### config.mk
export PLATFORM = sky130hd
export DESIGN_NAME = pcsb_fifo
export DESIGN_NICKNAME = d
export VERILOG_FILES = /design/src/rtl/core/pcsb_pkg.sv /design/src/rtl/core/pcsb_fifo.sv
export SDC_FILE = /design/constraint.sdc
export NUM_CORES = 1
export LEC_CHECK = 0
export BUFFER_PORTS_ARGS = -buffer_cell sky130_fd_sc_hd__buf_4
export CAP_MARGIN = 20
export CORE_MARGIN = 2
export CORE_UTILIZATION = 35
export CTS_CLUSTER_SIZE = 20
export DETAILED_ROUTE_END_ITERATION = 10
export GPL_TIMING_DRIVEN = 0
export PLACE_DENSITY = 0.53
export SLEW_MARGIN = 5
export SYNTH_ARGS = -nofsm -noshare
export SYNTH_HDL_FRONTEND = slang
export SYNTH_SLANG_ARGS = --single-unit
export TNS_END_PERCENT = 1
### constraint.sdc
create_clock -name clk -period 2.3 [get_ports clk]
set_clock_uncertainty 0.05 [all_clocks]
set_input_delay 0 -clock clk [delete_from_list [all_inputs] [get_ports clk]]
set_output_delay 0 -clock clk [all_outputs]
set_load 0.03 [all_outputs]
### src/rtl/core/pcsb_pkg.sv
`timescale 1ns / 1ps
package pcsb_pkg;

	localparam int BEAMS = 2048;
	localparam int BEAM_W = $clog2(BEAMS);
	localparam int CORDIC_STEPS = 17;
	localparam int SQRT_STEPS = 16;
	localparam int DIV_STEPS = 17;
	localparam int HALF_PI_FINE = 205887;
	localparam int ANGLE_LIM = 25736;
	localparam int FIFO_DEPTH = 4;
	localparam int FIFO_W = $clog2(FIFO_DEPTH);
	localparam int CFG_IDX_W = 3;
	localparam int CFG_DATA_W = 16;
	localparam int ENTRY_W = 33;

	localparam logic OP_BIN = 1'b0;
	localparam logic OP_READ = 1'b1;

	typedef enum logic [CFG_IDX_W-1:0] {
		REG_ANGLE_LOW,
		REG_ANGLE_HIGH,
		REG_ANGLE_STEP,
		REG_RANGE_LOW,
		REG_RANGE_HIGH,
		REG_INTENSITY_PRESENT,
		REG_FILTER_ENABLE,
		REG_INTENSITY_FLOOR
	} cfg_reg_t;

	typedef struct packed {
		logic               op;
		logic signed [15:0] x_mm;
		logic signed [15:0] y_mm;
		logic [15:0]        point_intensity;
		logic [10:0]        beam_select;
	} in_item_t;

	typedef struct packed {
		logic [10:0] beam_number;
		logic        beam_hit;
		logic [15:0] beam_range;
		logic [15:0] beam_intensity;
	} out_item_t;

	typedef struct packed {
		logic signed [15:0] angle_low;
		logic signed [15:0] angle_high;
		logic [13:0]        angle_step;
		logic [15:0]        range_low;
		logic [15:0]        range_high;
		logic               intensity_present;
		logic               filter_enable;
		logic [15:0]        intensity_floor;
	} cfg_t;

	// one classified job handed from the front to the back
	typedef struct packed {
		logic              read;
		logic              in_range;
		logic [10:0]       number;
		logic [BEAM_W-1:0] idx;
		logic [15:0]       range;
		logic [15:0]       inten;
	} job_t;

	typedef enum logic [2:0] {
		F_IDLE,
		F_MUL,
		F_SUM,
		F_ITER,
		F_CHECK,
		F_DIV,
		F_BOUND,
		F_PUSH
	} front_state_t;

	typedef enum logic [1:0] {
		B_CLEAR,
		B_IDLE,
		B_EXEC
	} back_state_t;

	// atan(2^-i) in units of 1/131072 rad
	function automatic logic [16:0] atan_fine(input logic [4:0] i);
		logic [16:0] v;
		case (i)
			5'd0: v = 17'd102944;
			5'd1: v = 17'd60771;
			5'd2: v = 17'd32110;
			5'd3: v = 17'd16299;
			5'd4: v = 17'd8181;
			5'd5: v = 17'd4095;
			5'd6: v = 17'd2048;
			5'd7: v = 17'd1024;
			5'd8: v = 17'd512;
			5'd9: v = 17'd256;
			5'd10: v = 17'd128;
			5'd11: v = 17'd64;
			5'd12: v = 17'd32;
			5'd13: v = 17'd16;
			5'd14: v = 17'd8;
			5'd15: v = 17'd4;
			5'd16: v = 17'd2;
			default: v = 17'd0;
		endcase
		return v;
	endfunction

endpackage

### src/rtl/core/pcsb_fifo.sv
`timescale 1ns / 1ps
module pcsb_fifo import pcsb_pkg::*; (
	input  logic clk,
	input  logic arst_n,
	input  logic push,
	input  job_t push_job,
	input  logic pop,
	output job_t head,
	output logic full,
	output logic empty
);

	job_t              slot_q [FIFO_DEPTH];
	logic [FIFO_W-1:0] wr_ptr_q;
	logic [FIFO_W-1:0] rd_ptr_q;
	logic [FIFO_W:0]   count_q;

	assign full = (count_q == (FIFO_W+1)'(FIFO_DEPTH));
	assign empty = (count_q == '0);
	assign head = slot_q[rd_ptr_q];

	// advance pointers and count
	always_ff @(posedge clk or negedge arst_n) begin
		if (!arst_n) begin
			wr_ptr_q <= '0;
			rd_ptr_q <= '0;
			count_q <= '0;
		end else begin
			if (push) begin
				wr_ptr_q <= wr_ptr_q + 1'b1;
			end
			if (pop) begin
				rd_ptr_q <= rd_ptr_q + 1'b1;
			end
			if (push && !pop) begin
				count_q <= count_q + 1'b1;
			end else if (pop && !push) begin
				count_q <= count_q - 1'b1;
			end
		end
	end

	// store item slots
	always_ff @(posedge clk) begin
		if (push) begin
			slot_q[wr_ptr_q] <= push_job;
		end
	end

endmodule

==> results of run 1 <==
-- registers in the layout (all words and copies together) (netlist names) --
name and count:
rd_ptr_q 2, slot_q 224, wr_ptr_q 2, count_q 3
-- routing by layer --
metal  track usage (%)  vias to the layer above  share of wire, %
met5                 0                        -                 0
met4              3.44                        0               2.0
met3              2.75                       25               4.8
met2              21.5                       94                49
met1              17.6                     2093                44
li1                  -                     1813                 -
-- layout make-up --
cell class              instances  area, µm²  share of cell area, %
well taps                     324        405                   3.59
flip-flops and latches        231       6900                   61.1
plain buffers                  13        121                   1.08
repair buffers                181       1590                   14.1
clock inverters                 6       48.8                  0.432
multi-input cells              79       1470                   13.0
clock buffers                  38        734                   6.51
inverters                       4       15.0                  0.133
-- cells in the mapped netlist (all sizes together) --
master,instances,share of area [%]
and2,4,0.29
ha,5,0.74
nand2,2,0.088
edfxtp,224,79
inv,4,0.18
nor2,1,0.044
buf,11,1.3
nor3b,1,0.088
clkbuf,2,0.088
mux4,56,15
fa,1,0.24
mux2,1,0.13
o21ai,1,0.059
xnor2,2,0.21
dfrtp,7,2.1
nor3,1,0.059
xor2,4,0.41
-- cell families (layout without fill, tap and decap cells) --
family | after synthesis | in the layout | synth area share, %
buffers and inverters | 17 | 242 | 1.60
AO/OA/AOI/OAI | 1 | 1 | 0.0588
multiplexers | 57 | 57 | 15.0
flip-flops | 231 | 231 | 81.2
AND/OR/NAND/NOR | 9 | 9 | 0.574
XOR/XNOR | 6 | 6 | 0.618
adder cells (fa/ha/maj) | 6 | 6 | 0.972
-- power by group through the flow --
stage / sequential (mW) / combinational, mW / clock, mW
2_1_floorplan: 5.76 / 3.59 / 0
3_3_place_gp: 5.82 / 5.37 / 0
3_5_place_dp: 5.79 / 5.56 / 0
4_1_cts: 5.71 / 5.65 / 3.89
5_1_grt: 5.77 / 5.85 / 4.06
6_report: 5.70 / 5.48 / 3.76
-- how the worst min path moves through the flow --
| stage | slack (ns) | from | to | cells past startpoint |
|---|---|---|---|---|
| after floorplan | -0.35 | arst_n | count_q[0] | 0 |
| after global placement | -0.23 | arst_n | count_q[1] | 1 |
| after detailed placement | -0.23 | arst_n | count_q[1] | 1 |
| after CTS | 0.16 | pop | rd_ptr_q[0] | 3 |
| after global routing | 0.17 | push_job[35] | slot_q[3][35] | 2 |
| final | 0.18 | push_job[9] | slot_q[0][9] | 2 |
==> impl_metrics.ini, run 1 <==
[run_status]
status = finished clean

[power_and_ir_drop]
power.total_mw = 14.9
power_frac_comb_pct = 36.7
internal_power_mw = 10.1
p_sw_share_pct = 32.2
p_switching_mw = 4.81
ir_worst_vdd_mv = 0.801
power_per_cell_area_nw_per_um2 = 1320
p_seq_share_pct = 38.2
clock_power_share_pct = 25.2
p_leak_nw = 3.92

[clocking]
holdBufCountCts = 60
root_buffer = clkbuf_16
cts_buffers = 25
cts_resized = 0
post_cts_buffers = 0
clk_latency_ns = 0.50
clk_pin_slew_ns = 0.06
cts_tree = yes
cts_max_level = 1
cts_sinks = 231
clockBufferDepth = 3

[critical_path]
endpoint = head[23]
arrival_ns = 2.09
crit_buf_inv = 3
rr_endpoint = slot_q[0][11]
critPathLaunch = rd_ptr_q[1]
slowest_stage = buf_2
cp_data_required_time_ns = 2.25
endpoint_kind = output port
cp.depth = 4
path_cells = buf_2 -> buf_2 -> mux4_2 -> buf_4
start_kind = register
worst-setup-path-type = register to output port
timing.rr.start = wr_ptr_q[0]
path_common_cell = buf_2
rr_worst_depth = 4
cp_max_fo = 10
cp_slowest_stage_delay_ns = 0.37
r2r_slack_ns = 0.51
critical_path.top_delay_family = buffers and inverters

[route]
drtPass1Iterations = 4
drtIter0Drc = 157
routed_via_density = 4.59
drc = 0
ant_nets = 0
vias = 4025
wl_per_cell_um = 18.8
routed_wl_mm = 16.4

[sta]
setup_ws_ns = 0.159
holdWs_ns = 0.183
slew-limit-headroom_pct = 50.7
setup_viol = 0
worst_pin_slew_ns = 0.740
finalCritPeriodShare_pct = 93.1
setup_tns_ns = 0
finalCriticalPeriod_ns = 2.14
timing.fmax_mhz = 467
finalMaxSlewViolations = 0
rsz0062_at_grt = no
hold_viol = 0

[yosys]
ys_seq_elements = 231
synth_nets = 393
syn-cell-area_um2 = 8500
netlist_instances = 327
yosysSeqAreaShare_pct = 81.2
synthDistinctLibCells = 20
yosysWarnings = 0
avgSynthCellArea_um2 = 26.0

[floorplan]
die_x_um = 160
row_count = 57
initial_core_util_pct = 35.3
die_y_um = 160
core_um2 = 24100
dieArea_um2 = 25500
ios = 118

[global_routing]
grt_max_degree = 39
grt_pass1_vias = 4398
grt_overflow = 0
grt_use_total_pct = 13.0
antenna_found_initial = 0
grt_pass1_wl_mm = 25.4

[layout]
final_cell_mix = edfxtp_1, buf_4, dlygate4sd3_1
num-nets-final = 601
diodes = 0
final_common_cell = edfxtp_1
fin_util_pct = 46.8
stdcell_count = 876
syn_to_final_growth_pct = 32.8
layout-drive-gt1-share_pct = 40.8
fill_cells = 2078
fin_area_um2 = 11300

[run]
maxCapViolCount = 0

[placed_design]
portBuffers = 117
gp_congestion = 0.648
hpwl_mm = 9.80
dp_slack_ns = 0.505
place_area_um2 = 9900
dp.cells = 772

[hold_path]
hp-class = primary input to register
(Power assumes the default switching activity.)
==> run 2: changes to the inputs <==
--- a/config.mk
+++ b/config.mk
@@ -7,8 +7,9 @@
 export LEC_CHECK = 0
 export BUFFER_PORTS_ARGS = -buffer_cell sky130_fd_sc_hd__buf_4
 export CAP_MARGIN = 20
-export CORE_MARGIN = 2
+export CORE_MARGIN = 3
 export CORE_UTILIZATION = 35
+export CTS_BUF_LIST = sky130_fd_sc_hd__clkbuf_8
 export CTS_CLUSTER_SIZE = 20
 export DETAILED_ROUTE_END_ITERATION = 10
 export GPL_TIMING_DRIVEN = 0
==> run 2 against run 1 <==
  * Register-to-register slack about the same
  * Via count up 1.7%
  * Utilization up 0.64 points
  * Sequential share of layout area up 0.26 points
  * Hold slack worse by 0.0024 ns
  * Sequential cell count unchanged
  * Cell count up 2.2%
  * Combinational power about the same
  * Clock power down 7.2%
  * Non-clock buffer count unchanged
  * First-iteration DRC count up 28%
==> impl_metrics.ini, run 2 (synthesized netlist as in run 1, its figures left out) <==
[layout]
fin_area_um2 = 11200
final_common_cell = edfxtp_1
diodes = 0
top_regs = slot_q x224, count_q x3
num-nets-final = 617
regMostFlops = slot_q
stdcell_count = 895
syn_to_final_growth_pct = 32.2
layout-drive-gt1-share_pct = 41.8
largest_register_ffs = 224
final_cell_mix = edfxtp_1, buf_4, dlygate4sd3_1

[sta]
holdWs_ns = 0.181
setup_viol = 0
rsz0062_at_grt = no
setup_ws_ns = 0.165
finalMaxSlewViolations = 0
hold_viol = 0
worst_pin_slew_ns = 0.685
finalCritPeriodShare_pct = 92.8
timing.fmax_mhz = 468
slew-limit-headroom_pct = 54.3
finalCriticalPeriod_ns = 2.14

[hold_path]
hold_path_depth = 2
hp-start = push_job[38]
hp-class = primary input to register
holdPathEnd = slot_q[0][38]

[clocking]
post_cts_buffers = 0
clk_latency_ns = 0.51
clockBufferDepth = 3
clk_pin_slew_ns = 0.06
cts_buffers = 41
cts_sinks = 231
cts_tree = yes
cts_max_level = 2
root_buffer = clkbuf_8

[critical_path]
start_kind = register
r2r_slack_ns = 0.50
worst-setup-path-type = register to output port
rr_worst_depth = 4
arrival_ns = 2.09
cp_data_required_time_ns = 2.25
endpoint_kind = output port
rr_endpoint = slot_q[2][1]
timing.rr.start = wr_ptr_q[0]
cp_max_fo = 10

[global_routing]
top_usage_layer = met2
antenna_found_initial = 0
grt_use_total_pct = 12.7
grt_overflow = 0
gr-usage-met1_pct = 16.0
grt_pass1_vias = 4550
grt_pass1_wl_mm = 25.4
grt_util_met2_pct = 21.2
grt_max_degree = 45
met3_usage_pct = 4.00

[route]
wl_per_cell_um = 18.3
drc = 0
vias = 4094
ant_nets = 0
routed_wl_mm = 16.4
routed_via_density = 4.57
drtIter0Drc = 201
drtPass1Iterations = 4

[placed_design]
dp_slack_ns = 0.473
dp.cells = 767
gp_congestion = 0.662
portBuffers = 117
hpwl_mm = 9.65
place_area_um2 = 9870

[floorplan]
initial_core_util_pct = 35.9
dieArea_um2 = 26200
ios = 118
die_x_um = 162
core_um2 = 23700
row_count = 56
die_y_um = 162

[power_and_ir_drop]
power.total_mw = 14.6
power_per_cell_area_nw_per_um2 = 1300
ir_worst_vdd_mv = 0.592
p_leak_nw = 3.96

[run]
maxCapViolCount = 0

[run_status]
status = finished clean
[run 2: cell count changes in the layout (fill, tap and decap cells not counted), sizes merged]
cell,previous run,this run
bufinv,1,2
buf,132,131
clkbuf,40,48
clkinv,5,11
inv,4,14
[run 2: critical path, cell delays in order, from the launching register on]
cell     delay [ns]
dfrtp_1        0.36
buf_2          0.32
buf_2          0.35
mux4_2         0.35
buf_4          0.18
[run 2: layout make-up]
type                            instances  area (µm²)
Timing Repair Buffer                  181        1570
Clock inverter                         23         140
Multi-Input combinational cell         79        1470
Buffer                                 13         126
Fill cell                            2047       12400
Inverter                                4        15.0
Tap cell                              319         399
Sequential cell                       231        6900
Clock buffer                           45         619
[run 2: how the worst max path moves through the flow]
| stage | start | endpoint | slack [ns] | cells after the start |
|---|---|---|---|---|
| 2_1_floorplan | wr_ptr_q[0] | slot_q[0][0] | -0.11 | 3 |
| 3_3_place_gp | wr_ptr_q[1] | slot_q[1][6] | -1.36 | 3 |
| 3_5_place_dp | wr_ptr_q[0] | slot_q[2][10] | 0.47 | 4 |
| 4_1_cts | rd_ptr_q[1] | head[5] | 0.05 | 4 |
| 5_1_grt | rd_ptr_q[1] | head[21] | 0.002 | 4 |
| 6_report | rd_ptr_q[1] | head[21] | 0.16 | 4 |
[run 2: metal layers]
layer	share of wire, %	up-vias	wire, µm
li1	-	1848	-
met1	42	2103	6910
met2	50	111	8170
met3	5.9	32	973
met4	2.1	0	340
met5	0	-	0
[run 2: what timing repair did]
| action | 4_1_cts | 5_1_grt |
|---|---|---|
| hold buffers | 60 | 0 |
| gates resized for setup | 1 | 1 |
| endpoints found under the setup margin | 1 | 4 |
| hold endpoints to repair | 239 | 0 |
[run 2: stage by stage]
stage	util [%]	TNS, ns
floorplan	-	-13.07
global placement	41.3	-224.62
detailed placement	41.7	0
CTS	47.4	0
global route	47.5	0
finish	47.5	0
[run 2: power breakdown]
part	leakage [nW]	total (mW)	switching, mW	internal (mW)
sequential	2.14	5.70	0.191	5.51
clock	0.425	3.49	1.50	2.00
combinational	1.39	5.45	3.12	2.33
total	3.96	14.6	4.81	9.83
